`config.mk`:
```
export PLATFORM = sky130hd
export DESIGN_NAME = artnet_datagram_parser_unit
export DESIGN_NICKNAME = d
export VERILOG_FILES = /design/src/adp_pkg.sv /design/src/artnet_datagram_parser_unit.sv /design/src/adp_result_fifo.sv /design/src/adp_parser.sv
export SDC_FILE = /design/constraint.sdc
export NUM_CORES = 1
export LEC_CHECK = 0
export BUFFER_PORTS_ARGS = -buffer_cell sky130_fd_sc_hd__buf_4
export CAP_MARGIN = 30
export CELL_PAD_IN_SITES_DETAIL_PLACEMENT = 0
export CELL_PAD_IN_SITES_GLOBAL_PLACEMENT = 1
export CORE_AREA = 2 2 250 252
export DETAILED_ROUTE_END_ITERATION = 10
export DIE_AREA = 0 0 252 254
export PLACE_DENSITY = 0.61
export SYNTH_ARGS = -nofsm -noshare
export SYNTH_HDL_FRONTEND = slang
export SYNTH_SLANG_ARGS = --single-unit
```
`constraint.sdc`:
```
create_clock -name clk_i -period 19.19 [get_ports clk_i]
set_input_delay 1.919 -clock clk_i [delete_from_list [all_inputs] [get_ports clk_i]]
set_output_delay 1.919 -clock clk_i [all_outputs]
set_load 0.02 [all_outputs]
```
`src/adp_pkg.sv`:
```
// Shared types and constants for the Art-Net datagram parser.
// Used by adp_parser and artnet_datagram_parser_unit; no dependencies.
`default_nettype none

package adp_pkg;

  // Art-Net opcodes (little-endian on the wire).
  localparam logic [15:0] OP_DMX     = 16'h5000;
  localparam logic [15:0] OP_POLL    = 16'h2000;
  localparam logic [15:0] OP_ADDRESS = 16'h6000;

  // Configuration register indexes.
  localparam int unsigned CfgIdxW = 8;
  localparam logic [CfgIdxW-1:0] CFG_LAYER_EN   = 8'd0;
  localparam logic [CfgIdxW-1:0] CFG_ARTNET_EN  = 8'd1;
  localparam logic [CfgIdxW-1:0] CFG_ALLOW_ADDR = 8'd2;
  localparam logic [CfgIdxW-1:0] CFG_PORT_ADDR  = 8'd3;
  localparam int unsigned CfgDataW = 15;

  localparam logic [7:0] ADDR_CMD_CANCEL_MERGE = 8'h01;

  typedef enum logic [2:0] {
    VERDICT_IGNORED    = 3'd0,
    VERDICT_DMX_OK     = 3'd1,
    VERDICT_DMX_DROP   = 3'd2,
    VERDICT_POLL_REPLY = 3'd3,
    VERDICT_ADDR_APPLY = 3'd4,
    VERDICT_ADDR_REFUSE = 3'd5
  } adp_verdict_e;

  typedef struct packed {
    logic         kind;
    logic [8:0]   slot_index;
    logic [7:0]   slot_value;
    adp_verdict_e verdict;
    logic [9:0]   slot_count;
    logic [31:0]  frame_source;
    logic [14:0]  port_address_now;
    logic         cancel_merge;
    logic         last;
  } adp_result_t;

  // Expected byte of the "Art-Net\0" identifier at a header position.
  function automatic logic [7:0] id_byte(input logic [2:0] idx);
    logic [7:0] val;
    unique case (idx)
      3'd0: val = 8'h41;
      3'd1: val = 8'h72;
      3'd2: val = 8'h74;
      3'd3: val = 8'h2d;
      3'd4: val = 8'h4e;
      3'd5: val = 8'h65;
      3'd6: val = 8'h74;
      3'd7: val = 8'h00;
    endcase
    return val;
  endfunction

endpackage

`default_nettype wire

```
`src/artnet_datagram_parser_unit.sv`:
```
// Top level of the Art-Net datagram parser: input register, parser and result queue.
// Depends on adp_pkg, adp_parser and adp_result_fifo.
//
// The block takes one datagram byte per clock cycle on the slave stream and
// registers it; when the queue has room the parser updates its header state
// and emits zero, one or two results into a four-entry result queue that
// feeds the master stream. A byte is taken in every cycle as long as the queue
// has room for two results, so input runs at one byte per cycle. Only the
// last byte of an ArtDmx frame that still streams a slot yields two results,
// which the output drains one per cycle while the master stream is ready. The
// configuration port is always ready and must be written only while no
// datagram is in flight.
`default_nettype none

module artnet_datagram_parser_unit #(
  parameter int unsigned POSITION_LIMIT = 2047
) (
  input  wire logic                         clk_i,
  input  wire logic                         rst_ni,
  input  wire logic                         s_axis_tvalid,
  output logic                              s_axis_tready,
  // tdata: [7:0] data_byte, [39:8] source_addr
  input  wire logic [39:0]                  s_axis_tdata,
  input  wire logic                         s_axis_tlast,
  output logic                              m_axis_tvalid,
  input  wire logic                         m_axis_tready,
  // tdata: [8:0] slot_index, [16:9] slot_value, [19:17] verdict, [29:20] slot_count,
  //        [61:30] frame_source, [76:62] port_address_now, [77] cancel_merge, [79:78] zero
  output logic [79:0]                       m_axis_tdata,
  // tuser: [0] kind
  output logic                              m_axis_tuser,
  output logic                              m_axis_tlast,
  input  wire logic                         cfg_valid_i,
  output logic                              cfg_ready_o,
  input  wire logic [adp_pkg::CfgIdxW-1:0]  cfg_index_i,
  input  wire logic [adp_pkg::CfgDataW-1:0] cfg_data_i
);

  import adp_pkg::*;

  localparam int unsigned ResW = $bits(adp_result_t);

  logic        in_valid_q;
  logic [7:0]  byte_q;
  logic        last_q;
  logic [31:0] src_q;
  logic        space, step;
  logic        res_a_valid, res_b_valid;
  adp_result_t res_a, res_b, head;
  logic [ResW-1:0] head_bits;

  assign cfg_ready_o   = 1'b1;
  assign step          = in_valid_q && space;
  assign s_axis_tready = !in_valid_q || step;

  always_ff @(posedge clk_i or negedge rst_ni) begin
    if (!rst_ni) begin
      in_valid_q <= 1'b0;
    end else if (s_axis_tready) begin
      in_valid_q <= s_axis_tvalid;
    end
  end

  always_ff @(posedge clk_i) begin
    if (s_axis_tvalid && s_axis_tready) begin
      byte_q <= s_axis_tdata[7:0];
      src_q  <= s_axis_tdata[39:8];
      last_q <= s_axis_tlast;
    end
  end

  adp_parser #(
    .PositionLimit(POSITION_LIMIT)
  ) u_parser (
    .clk_i        (clk_i),
    .rst_ni       (rst_ni),
    .cfg_we_i     (cfg_valid_i),
    .cfg_index_i  (cfg_index_i),
    .cfg_data_i   (cfg_data_i),
    .step_i       (step),
    .data_byte_i  (byte_q),
    .last_byte_i  (last_q),
    .source_addr_i(src_q),
    .res_a_valid_o(res_a_valid),
    .res_a_o      (res_a),
    .res_b_valid_o(res_b_valid),
    .res_b_o      (res_b)
  );

  adp_result_fifo #(
    .Width(ResW),
    .Depth(4)
  ) u_fifo (
    .clk_i   (clk_i),
    .rst_ni  (rst_ni),
    .push_a_i(res_a_valid),
    .data_a_i(res_a),
    .push_b_i(res_b_valid),
    .data_b_i(res_b),
    .space_o (space),
    .valid_o (m_axis_tvalid),
    .ready_i (m_axis_tready),
    .data_o  (head_bits)
  );

  assign head         = adp_result_t'(head_bits);
  assign m_axis_tuser = head.kind;
  assign m_axis_tlast = head.last;
  assign m_axis_tdata = {2'b00, head.cancel_merge, head.port_address_now, head.frame_source,
                         head.slot_count, head.verdict, head.slot_value, head.slot_index};

endmodule

`default_nettype wire

```
`src/adp_result_fifo.sv`:
```
// Small result queue that takes up to two results per cycle and gives one.
// Depends on nothing; the payload is an opaque vector.
`default_nettype none

module adp_result_fifo #(
  parameter int unsigned Width = 80,
  parameter int unsigned Depth = 4
) (
  input  wire logic             clk_i,
  input  wire logic             rst_ni,
  input  wire logic             push_a_i,
  input  wire logic [Width-1:0] data_a_i,
  input  wire logic             push_b_i,
  input  wire logic [Width-1:0] data_b_i,
  output logic                  space_o,
  output logic                  valid_o,
  input  wire logic             ready_i,
  output logic [Width-1:0]      data_o
);

  // Depth must be a power of two so the pointers wrap naturally.
  localparam int unsigned PtrW = $clog2(Depth);
  localparam int unsigned CntW = $clog2(Depth + 1);

  logic [Width-1:0] mem_q [Depth];
  logic [PtrW-1:0]  wr_ptr_q, wr_ptr_d, rd_ptr_q, rd_ptr_d;
  logic [CntW-1:0]  count_q, count_d;
  logic             pop;
  logic [PtrW-1:0]  wr_ptr_b;

  assign pop      = valid_o & ready_i;
  assign valid_o  = (count_q != '0);
  assign data_o   = mem_q[rd_ptr_q];
  assign space_o  = (count_q <= CntW'(Depth - 2));
  assign wr_ptr_b = wr_ptr_q + PtrW'(1);

  always_comb begin
    wr_ptr_d = wr_ptr_q + PtrW'(push_a_i) + PtrW'(push_b_i);
    rd_ptr_d = rd_ptr_q + PtrW'(pop);
    count_d  = count_q + CntW'(push_a_i) + CntW'(push_b_i) - CntW'(pop);
  end

  always_ff @(posedge clk_i or negedge rst_ni) begin
    if (!rst_ni) begin
      wr_ptr_q <= '0;
      rd_ptr_q <= '0;
      count_q  <= '0;
    end else begin
      wr_ptr_q <= wr_ptr_d;
      rd_ptr_q <= rd_ptr_d;
      count_q  <= count_d;
    end
  end

  always_ff @(posedge clk_i) begin
    if (push_a_i) begin
      mem_q[wr_ptr_q] <= data_a_i;
    end
    if (push_b_i) begin
      mem_q[wr_ptr_b] <= data_b_i;
    end
  end

  a_count_bound: assert property (@(posedge clk_i) disable iff (!rst_ni)
    count_q <= CntW'(Depth))
    else $error("result queue count exceeds its depth");

  a_no_overflow: assert property (@(posedge clk_i) disable iff (!rst_ni)
    (push_a_i || push_b_i) |-> $past(space_o) || !$past(rst_ni) || count_q <= CntW'(Depth - 2)
      || pop)
    else $error("result queue pushed without room");

  a_pop_only: assert property (@(posedge clk_i) disable iff (!rst_ni)
    (pop && !push_a_i && !push_b_i) |=> count_q == $past(count_q) - CntW'(1))
    else $error("result queue count did not drop on a lone pop");

endmodule

`default_nettype wire

```
`src/adp_parser.sv`:
```
// Datagram state, configuration registers and per-byte result logic.
// Depends on adp_pkg for opcodes, register indexes and the result type.
`default_nettype none

module adp_parser #(
  parameter int unsigned PositionLimit = 2047
) (
  input  wire logic                           clk_i,
  input  wire logic                           rst_ni,
  input  wire logic                           cfg_we_i,
  input  wire logic [adp_pkg::CfgIdxW-1:0]    cfg_index_i,
  input  wire logic [adp_pkg::CfgDataW-1:0]   cfg_data_i,
  input  wire logic                           step_i,
  input  wire logic [7:0]                     data_byte_i,
  input  wire logic                           last_byte_i,
  input  wire logic [31:0]                    source_addr_i,
  output logic                                res_a_valid_o,
  output adp_pkg::adp_result_t                res_a_o,
  output logic                                res_b_valid_o,
  output adp_pkg::adp_result_t                res_b_o
);

  import adp_pkg::*;

  localparam int unsigned PosW = $clog2(PositionLimit + 1);
  localparam int unsigned WideW = 17;

  logic            layer_en_q, artnet_en_q, allow_addr_q;
  logic [14:0]     init_addr_q, cur_addr_q, cur_addr_d;
  logic [PosW-1:0] pos_q, pos_d, total;
  logic            id_q, id_d, id_n;
  logic [15:0]     op_q, op_d, op_n, len_q, len_d, len_n;
  logic [7:0]      uni_q, uni_d, uni_n, net_q, net_d, net_n;
  logic [7:0]      nsw_q, nsw_d, nsw_n, osw_q, osw_d, osw_n;
  logic [7:0]      ssw_q, ssw_d, ssw_n, cmd_q, cmd_d, cmd_n;
  logic [31:0]     sender_q, sender_d;
  logic            live, hdr_ok, slot_hit, done;
  logic [WideW-1:0] pos_w, slot_off, total_w;
  adp_verdict_e    verdict;
  logic            applied;
  logic [6:0]      new_net;
  logic [3:0]      new_sub, new_uni;
  logic [14:0]     applied_addr;
  logic [14:0]     addr_after;

  always_comb begin
    live     = step_i && (pos_q != PosW'(PositionLimit));
    done     = step_i && last_byte_i;
    sender_d = (step_i && pos_q == '0) ? source_addr_i : sender_q;

    // Header capture by byte position.
    id_n  = id_q;
    op_n  = op_q;
    len_n = len_q;
    uni_n = uni_q;
    net_n = net_q;
    nsw_n = nsw_q;
    osw_n = osw_q;
    ssw_n = ssw_q;
    cmd_n = cmd_q;
    if (live) begin
      if (pos_q < PosW'(8)) begin
        if (data_byte_i != id_byte(pos_q[2:0])) begin
          id_n = 1'b0;
        end
      end
      if (pos_q == PosW'(8))   op_n[7:0]   = data_byte_i;
      if (pos_q == PosW'(9))   op_n[15:8]  = data_byte_i;
      if (pos_q == PosW'(12))  nsw_n       = data_byte_i;
      if (pos_q == PosW'(14))  uni_n       = data_byte_i;
      if (pos_q == PosW'(15))  net_n       = data_byte_i;
      if (pos_q == PosW'(16))  len_n[15:8] = data_byte_i;
      if (pos_q == PosW'(17))  len_n[7:0]  = data_byte_i;
      if (pos_q == PosW'(100)) osw_n       = data_byte_i;
      if (pos_q == PosW'(104)) ssw_n       = data_byte_i;
      if (pos_q == PosW'(106)) cmd_n       = data_byte_i;
    end

    total   = live ? pos_q + PosW'(1) : pos_q;
    pos_w   = WideW'(pos_q);
    total_w = WideW'(total);
    slot_off = pos_w - WideW'(18);

    hdr_ok = layer_en_q && artnet_en_q && (len_n >= 16'd2) && (len_n <= 16'd512)
             && ({net_n[6:0], uni_n} == cur_addr_q);

    slot_hit = live && (pos_q >= PosW'(18)) && id_n && (op_n == OP_DMX) && hdr_ok
               && (slot_off < WideW'(len_n));

    // Switch bytes with bit 7 set replace the matching address field.
    new_net = nsw_n[7] ? nsw_n[6:0] : cur_addr_q[14:8];
    new_sub = ssw_n[7] ? ssw_n[3:0] : cur_addr_q[7:4];
    new_uni = osw_n[7] ? osw_n[3:0] : cur_addr_q[3:0];
    applied_addr = {new_net, new_sub, new_uni};

    verdict = VERDICT_IGNORED;
    applied = 1'b0;
    if (total_w >= WideW'(10) && id_n) begin
      if (op_n == OP_DMX) begin
        if (total_w >= WideW'(18) && hdr_ok && total_w >= WideW'(18) + WideW'(len_n)) begin
          verdict = VERDICT_DMX_OK;
        end else begin
          verdict = VERDICT_DMX_DROP;
        end
      end else if (op_n == OP_POLL) begin
        if (total_w >= WideW'(14)) begin
          verdict = VERDICT_POLL_REPLY;
        end
      end else if (op_n == OP_ADDRESS) begin
        if (total_w >= WideW'(107)) begin
          if (allow_addr_q) begin
            verdict = VERDICT_ADDR_APPLY;
            applied = 1'b1;
          end else begin
            verdict = VERDICT_ADDR_REFUSE;
          end
        end
      end
    end

    addr_after = (done && applied) ? applied_addr : cur_addr_q;
    // A write to the port address register reloads the current address.
    cur_addr_d = (cfg_we_i && cfg_index_i == CFG_PORT_ADDR) ? cfg_data_i : addr_after;

    res_b_o.kind             = 1'b1;
    res_b_o.slot_index       = '0;
    res_b_o.slot_value       = '0;
    res_b_o.verdict          = verdict;
    res_b_o.slot_count       = (verdict == VERDICT_DMX_OK) ? len_n[9:0] : 10'd0;
    res_b_o.frame_source     = sender_d;
    res_b_o.port_address_now = addr_after;
    res_b_o.cancel_merge     = applied && (cmd_n == ADDR_CMD_CANCEL_MERGE);
    res_b_o.last             = 1'b1;

    // A slot result goes first; the verdict follows it when both occur.
    if (slot_hit) begin
      res_a_o.kind             = 1'b0;
      res_a_o.slot_index       = slot_off[8:0];
      res_a_o.slot_value       = data_byte_i;
      res_a_o.verdict          = VERDICT_IGNORED;
      res_a_o.slot_count       = '0;
      res_a_o.frame_source     = sender_d;
      res_a_o.port_address_now = cur_addr_q;
      res_a_o.cancel_merge     = 1'b0;
      res_a_o.last             = !last_byte_i;
    end else begin
      res_a_o = res_b_o;
    end
    res_a_valid_o = slot_hit || done;
    res_b_valid_o = slot_hit && done;

    if (done) begin
      pos_d = '0;
      id_d  = 1'b1;
      op_d  = '0;
      len_d = '0;
      uni_d = '0;
      net_d = '0;
      nsw_d = '0;
      osw_d = '0;
      ssw_d = '0;
      cmd_d = '0;
    end else begin
      pos_d = total;
      id_d  = id_n;
      op_d  = op_n;
      len_d = len_n;
      uni_d = uni_n;
      net_d = net_n;
      nsw_d = nsw_n;
      osw_d = osw_n;
      ssw_d = ssw_n;
      cmd_d = cmd_n;
    end
  end

  always_ff @(posedge clk_i or negedge rst_ni) begin
    if (!rst_ni) begin
      layer_en_q   <= 1'b1;
      artnet_en_q  <= 1'b1;
      allow_addr_q <= 1'b0;
      init_addr_q  <= '0;
      cur_addr_q   <= '0;
      pos_q        <= '0;
      id_q         <= 1'b1;
      op_q         <= '0;
      len_q        <= '0;
      uni_q        <= '0;
      net_q        <= '0;
      nsw_q        <= '0;
      osw_q        <= '0;
      ssw_q        <= '0;
      cmd_q        <= '0;
      sender_q     <= '0;
    end else begin
      pos_q    <= pos_d;
      id_q     <= id_d;
      op_q     <= op_d;
      len_q    <= len_d;
      uni_q    <= uni_d;
      net_q    <= net_d;
      nsw_q    <= nsw_d;
      osw_q    <= osw_d;
      ssw_q    <= ssw_d;
      cmd_q    <= cmd_d;
      sender_q <= sender_d;
      cur_addr_q <= cur_addr_d;
      if (cfg_we_i) begin
        unique case (cfg_index_i)
          CFG_LAYER_EN:   layer_en_q   <= cfg_data_i[0];
          CFG_ARTNET_EN:  artnet_en_q  <= cfg_data_i[0];
          CFG_ALLOW_ADDR: allow_addr_q <= cfg_data_i[0];
          CFG_PORT_ADDR:  init_addr_q  <= cfg_data_i;
          default: ;
        endcase
      end
    end
  end

  a_pair_order: assert property (@(posedge clk_i) disable iff (!rst_ni)
    res_b_valid_o |-> res_a_valid_o && !res_a_o.kind && !res_a_o.last && res_b_o.kind)
    else $error("two results in one cycle must be a slot then a verdict");

  a_verdict_on_last: assert property (@(posedge clk_i) disable iff (!rst_ni)
    done |-> res_a_valid_o && (res_a_o.kind || res_b_valid_o))
    else $error("last byte produced no verdict");

  a_clear_after_last: assert property (@(posedge clk_i) disable iff (!rst_ni)
    done |=> pos_q == '0 && id_q)
    else $error("datagram state not cleared after the last byte");

  a_init_tracks: assert property (@(posedge clk_i) disable iff (!rst_ni)
    (cfg_we_i && cfg_index_i == CFG_PORT_ADDR) |=> cur_addr_q == init_addr_q)
    else $error("port address not loaded by its register write");

endmodule

`default_nettype wire
```
Word-level counts from Yosys, hierarchy flattened
Memories as Yosys holds them, arrays and structs flattened.
Index checks and enable logic that the tools add are counted.
{"block": "word_totals", "mem_count": 2, "inputBits": 69, "ff_bits": 184, "ramBits": 320, "romBits": 56, "word_cells": 158}
{"name": "u_fifo.mem_q", "words": 4, "width": 80, "rd": 1, "rd_clocked_by_memory_dff": 0, "wr": 2, "line": "adp_result_fifo.sv:25", "rtl": "logic [Width-1:0] mem_q [Depth];"}
{"name": "(no name shown)", "words": 8, "width": 7, "rd": 1, "rd_clocked_by_memory_dff": 0, "wr": 0, "line": "adp_pkg.sv:46", "rtl": "unique case (idx)"}
{"block": "classes", "n_reduce_logical": 31, "bitwise_logic": 1, "n_addsub": 10, "n_lt_le_gt_ge": 11, "muxes": 60, "eq_ne": 21}
{"operator": "$mux 8", "count": 21}
{"operator": "$mux 80", "count": 1}
{"operator": "$mux 16", "count": 4}
{"operator": "$eq 11x4->1 const B", "count": 5}
{"operator": "$eq 11x7->1 const B", "count": 3}
{"operator": "$eq 16x15->1 const B", "count": 2}
{"operator": "$mux 32", "count": 1}
{"operator": "$mux 15", "count": 2}
{"operator": "$mux 7", "count": 4}
{"operator": "$eq 11x5->1 const B", "count": 2}
{"operator": "$ge 11x4->1 const B", "count": 2}
{"operator": "$ge 11x5->1 const B", "count": 2}
{"operator": "$mux 11", "count": 2}
{"operator": "$logic_and 1x1->1", "count": 21}
{"operator": "$add 5x16->17 const A", "count": 1}
{"operator": "$ge 11x17->1", "count": 1}
{"operator": "$lt 17x16->1", "count": 1}
{"operator": "$eq 16x14->1 const B", "count": 1}
{"operator": "$eq 8x1->1 const B", "count": 2}
{"operator": "$eq 8x2->1 const B", "count": 2}
{"operator": "$ge 16x2->1 const B", "count": 1}
{"operator": "$le 16x10->1 const B", "count": 1}
{"operator": "$eq 15x15->1", "count": 1}
{"operator": "$mux 1", "count": 15}
{"operator": "other kinds (23)", "count": 36}

Depth between registers and ports, before layout
{"block": "depth", "ltp_word": 16, "depth_mapped": 22}

Cells and area by module
From an unflattened synthesis, not the netlist that was laid out.
{"block": "unflattened", "hier_cells": 1872, "area_unflattened_um2": 27420.0}
{"mod": "adp_result_fifo", "seq_area_each_um2": 9784.4, "instances": 1, "area_per_inst_um2": 16673.5, "cells_per_inst": 811}
{"mod": "adp_parser", "seq_area_each_um2": 3382.0, "instances": 1, "area_per_inst_um2": 9425.3, "cells_per_inst": 1010}
{"mod": "artnet_datagram_parser_unit", "seq_area_each_um2": 1256.2, "instances": 1, "area_per_inst_um2": 1321.3, "cells_per_inst": 51}

Least setup slack after synthesis
OpenSTA, ideal clock, no wires.
{"block": "synth_path", "kind": "reg2reg", "from": "register u_parser.pos_q[1]", "to": "memory u_fifo.mem_q[2][10] (enable)", "stages_incl_launch_ff": 18, "setup_ns": 0.415, "t_arrival_ns": 5.638, "synth_period_minus_slack_ns": 6.053, "slack_ns": 13.137, "path_cell_list": "dfrtp_1 -> inv_1 -> ha_1 -> nor4b_1 -> o2111ai_1 -> buf_2 -> mux2i_1 -> ha_1 -> a21o_1 -> a21o_1 -> a211o_1 -> a221o_1 -> o211ai_1 -> nand3b_1 -> nor4_4 -> nor3_1 -> clkbuf_1 -> inv_1"}
{"item": "from (decl)", "line": "adp_parser.sv:30", "rtl": "logic [PosW-1:0] pos_q, pos_d, total;"}
{"item": "from (signal assigned)", "line": "adp_parser.sv:196", "rtl": "pos_q <= pos_d;"}
{"item": "to (decl)", "line": "adp_result_fifo.sv:25"}

==> flow_metrics.env <==
export IMPL_rsz0062_at_grt="false"
export IMPL_first_pass_grt_wire_length_um=99700
export IMPL_crit_required_ps=19450
export IMPL_maxSlewHeadroom_pct=33.9
export IMPL_hold_path_class="reg -> reg"
export IMPL_floorplan_die_area_um2=64000
export IMPL_static_leakage_power_nw=10.9
export IMPL_clock_fmax_mhz=139
export IMPL_maxCapViolations=0
export IMPL_buffer_ports_inserted=150
export IMPL_status="finished clean"
export IMPL_crit_path_cell_trace="inv_1 -> ha_1 -> nor4b_1 -> o2111ai_1 -> buf_4 -> mux2i_1 -> ha_1 -> nand4_1 -> o21bai_1 -> a211o_1 -> a221o_1 -> o211ai_1 -> o2111ai_1 -> nor4_1 -> a221oi_4 -> buf_4 -> inv_2 -> buf_4"
export IMPL_fin_worst_skew_ps=24.8
export IMPL_core_rowCount=91
export IMPL_initial_core_util_pct=37.8
export IMPL_postSynth_asyncResetShare_pct=28.4
export IMPL_timing_critical_path_to_type="flop"
export IMPL_finalWorstPathRequiredPeriod_ps=7180
export IMPL_drt_initial_drc_count=1167
export IMPL_power_combinational_fraction_pct=31.0
export IMPL_synth_avg_cell_area_um2=12.6
export IMPL_num_antenna_cells=0
export IMPL_grt_antenna_before_repair=0
export IMPL_pin_count_of_the_biggest_net_entering_global_routing=91
export IMPL_cts_hold_fix_buffers=0
export IMPL_period_share_pct=37.4
export IMPL_cts_sink_count=504
export IMPL_syn_to_final_growth_pct=16.4
export IMPL_timing_hold_worst_endpoint="u_fifo.mem_q[1][79]"
export IMPL_post_cts_resized=0
export IMPL_crit_top_cell="sky130_fd_sc_hd__buf_4"
export IMPL_worst_ep_arrival_time_ps=7440
export IMPL_p_sw_share_pct=34.9
export IMPL_yosys_warnings=0
export IMPL_filler_cell_count=5616
export IMPL_final_core_util_pct=44.0
export IMPL_wirelength_um=65400
export IMPL_post_cts_repair_setup_buffers=0
export IMPL_synth_main_ff_cell="sky130_fd_sc_hd__edfxtp_1"
export IMPL_drive_gt1_share_pct=21.5
export IMPL_setup_viol_count_final=0
export IMPL_vertical_extent_of_the_die_um=254
export IMPL_grt_overflow=0
export IMPL_placedCellCount=2689
export IMPL_post_synth_top_count_cell="sky130_fd_sc_hd__edfxtp_1"
export IMPL_power_per_cell_area_nw_per_um2=134
export IMPL_synth_top_cells_by_area="sky130_fd_sc_hd__edfxtp_1 (37%), sky130_fd_sc_hd__dfrtp_1 (15%), sky130_fd_sc_hd__mux4_2 (7.8%), sky130_fd_sc_hd__dfxtp_1 (6.6%), sky130_fd_sc_hd__nor2_1 (4.4%)"
export IMPL_holdCritStartpoint="u_fifo.mem_q[1][79]"
export IMPL_post_synth_top_area_cell="sky130_fd_sc_hd__edfxtp_1"
export IMPL_synth_distinct_cells=87
export IMPL_netlist_top_cells_count="sky130_fd_sc_hd__edfxtp_1 (285), sky130_fd_sc_hd__nor2_1 (273), sky130_fd_sc_hd__dfrtp_1 (140)"
export IMPL_report_final_slew_viol_count=0
export IMPL_routed_via_density=5.46
export IMPL_num_vias=15300
export IMPL_core_um2=61300
export IMPL_clock_tree_from_tritoncts="yes"
export IMPL_routabilityCongestion=0.875
export IMPL_power_clock_fraction_pct=30.0
export IMPL_worst_ir_drop_vdd_v=0.000143
export IMPL_worst_path_max_delay_cell="sky130_fd_sc_hd__mux2i_1"
export IMPL_hold_viol_final=0
export IMPL_final_setup_tns_ps=0
export IMPL_post_route_drc_count=0
export IMPL_rr_worst_depth=18
export IMPL_num_io_pins=154
export IMPL_layout_cells_non_filler=2797
export IMPL_master_cell_of_the_clock_root_buffer="sky130_fd_sc_hd__clkbuf_16"
export IMPL_slowest_delay_ps=750
export IMPL_tritoncts_num_buffers=56
export IMPL_area_sequential_um2=13700
export IMPL_cts_max_path_buffers=3
export IMPL_number_of_cells_on_the_worst_hold_path=2
export IMPL_start_kind="flop"
export IMPL_worst_skew_pair_later_pin_latency_ps=630
export IMPL_htree_levels=2
export IMPL_pre_cts_ws_ps=11970
export IMPL_grt_total_usage_pct=20.6
export IMPL_dp_final_hpwl_um=42400
export IMPL_netlist_instances=1834
export IMPL_p_switching_w=0.00126
export IMPL_max_slew_worst_pin_slew_ps=965
export IMPL_ant_nets=0
export IMPL_synth_top_area_share_pct=36.9
export IMPL_critical_path_peak_fanout=66
export IMPL_final_setup_worst_slack_ps=12010
export IMPL_placement_cell_area_um2=25100
export IMPL_multi_input_area_um2=8730
export IMPL_clk_transition_reported_paths_ps=60
export IMPL_power_share_sequential_pct=39.1
export IMPL_via_count_of_the_first_global_routing_pass=15800
export IMPL_cellInternalPower_w=0.00234
export IMPL_drt_first_pass_iters=5
export IMPL_number_of_synthesized_register_bits=504
export IMPL_worstSetupPathType="reg -> reg"
export IMPL_netlist_area_um2=23200
export IMPL_design_area_um2=27000
export IMPL_die_width_um=252
export IMPL_synth_yosys_seq_area_share_pct=58.9
export IMPL_r2r_setup_slack_ps=12010
export IMPL_rr_endpoint="u_fifo.mem_q[3][41]"
export IMPL_nNetsFinal=2070
export IMPL_reg_to_reg_start="u_parser.pos_q[1]"
export IMPL_edff_count_synth=285
export IMPL_routedWlPerCell_um=23.4
[per-layer routing]
layer	global-route usage (%)	routed length (um)	share of wire, %
met1	27.6	28900	44
met5	0	0	0
met2	35.4	32300	49
met4	4.46	1240	1.9
met3	3.32	2940	4.5
[placed cells by master, fill, tap and decap left out, types with 8 or more instances in the layout]
cell / instances
sky130_fd_sc_hd__nor4_1: 17
sky130_fd_sc_hd__xor2_1: 11
sky130_fd_sc_hd__nand3_1: 22
sky130_fd_sc_hd__and3_1: 15
sky130_fd_sc_hd__mux2i_1: 87
sky130_fd_sc_hd__inv_1: 72
sky130_fd_sc_hd__dfrtp_1: 138
sky130_fd_sc_hd__a21oi_1: 51
sky130_fd_sc_hd__a211oi_1: 12
sky130_fd_sc_hd__dfxtp_1: 76
sky130_fd_sc_hd__nand2b_1: 8
sky130_fd_sc_hd__nand2_1: 102
sky130_fd_sc_hd__nor2b_1: 9
sky130_fd_sc_hd__clkinv_2: 13
sky130_fd_sc_hd__buf_4: 182
sky130_fd_sc_hd__nor3_1: 58
sky130_fd_sc_hd__nor2_1: 273
sky130_fd_sc_hd__nand4_1: 10
sky130_fd_sc_hd__ha_1: 38
sky130_fd_sc_hd__edfxtp_1: 285
sky130_fd_sc_hd__o21ai_0: 24
sky130_fd_sc_hd__xnor2_1: 23
sky130_fd_sc_hd__o21ai_1: 12
sky130_fd_sc_hd__clkbuf_16: 58
sky130_fd_sc_hd__mux4_2: 80
sky130_fd_sc_hd__o211ai_1: 14
sky130_fd_sc_hd__or4_1: 10
sky130_fd_sc_hd__mux2_2: 21
sky130_fd_sc_hd__and2_1: 27
sky130_fd_sc_hd__a22o_1: 62
sky130_fd_sc_hd__or3_1: 16
sky130_fd_sc_hd__clkbuf_1: 15
[stage by stage]
step,total power [W],hold slack [ps]
after floorplan,0.00212,420
after global placement,0.00256,433
after detailed placement,0.00257,441
after CTS,0.00366,449
after global routing,0.00378,483
final,0.00360,450
[critical path, delay by kind of cell, from the launching register on]
family                   cells  cell delay [ps]
multiplexers                 1              750
AND/OR/NAND/NOR              3             1180
buffers and inverters        5             2220
AO/OA/AOI/OAI                7             1440
flip-flops                   1              480
adder cells (fa/ha/maj)      2              700
[flip-flops by register name, summed over array words and instances, names as in the netlist, 7 cells and up]
name and count:
u_fifo.mem_q 320, u_parser.uni_q 8, byte_q 8, u_parser.op_q 16, u_parser.net_q 7, u_parser.cmd_q 8, src_q 32, u_parser.cur_addr_q 15
u_parser.len_q 16, u_parser.nsw_q 8, u_parser.sender_q 32, u_parser.pos_q 11
[power groups by stage]
| stage | clock (W) | combinational, W | sequential, W |
|---|---|---|---|
| CTS | 0.00111 | 0.00114 | 0.00141 |
| global placement | 0 | 0.00114 | 0.00143 |
| floorplan | 0 | 0.000750 | 0.00137 |
| detailed placement | 0 | 0.00114 | 0.00143 |
| finish | 0.00108 | 0.00112 | 0.00141 |
| global route | 0.00115 | 0.00121 | 0.00143 |
[kinds of logic (layout without fill, tap and decap cells)]
logic type / after synthesis / after routing / synth area share [%]
and+or+nand+nor: 615 / 615 / 12.8
DFF: 504 / 504 / 58.9
AOI/OAI and AO/OA: 247 / 247 / 7.80
buffers and inverters: 197 / 369 / 3.68
muxes: 194 / 194 / 13.1
adders and majority gates: 41 / 41 / 2.31
xor gates and xnor gates: 34 / 34 / 1.28
other: 2 / 3 / 0.0324
[layout make-up]
class,count,area share [%]
well taps,790,3.66
inverters,76,1.06
multi-input cells,1134,32.4
repair buffers,188,5.33
clock buffers,79,5.86
clock inverters,26,1.03
flip-flops and latches,504,50.7
[worst max-delay path by stage]
stage | from | end | slack (ps) | cells after the start
CTS | u_parser.pos_q[1] | u_fifo.mem_q[3][48] | 11980 | 18
finish | u_parser.pos_q[1] | u_fifo.mem_q[3][41] | 12010 | 18
detailed placement | u_parser.pos_q[1] | u_fifo.mem_q[3][46] | 11970 | 18
global route | u_parser.pos_q[1] | u_fifo.mem_q[3][48] | 11420 | 18
floorplan | u_parser.pos_q[1] | u_fifo.mem_q[2][10] | 13140 | 17
global placement | u_parser.pos_q[1] | u_fifo.mem_q[3][46] | 12120 | 18
Power figures use the tool's default switching activity.
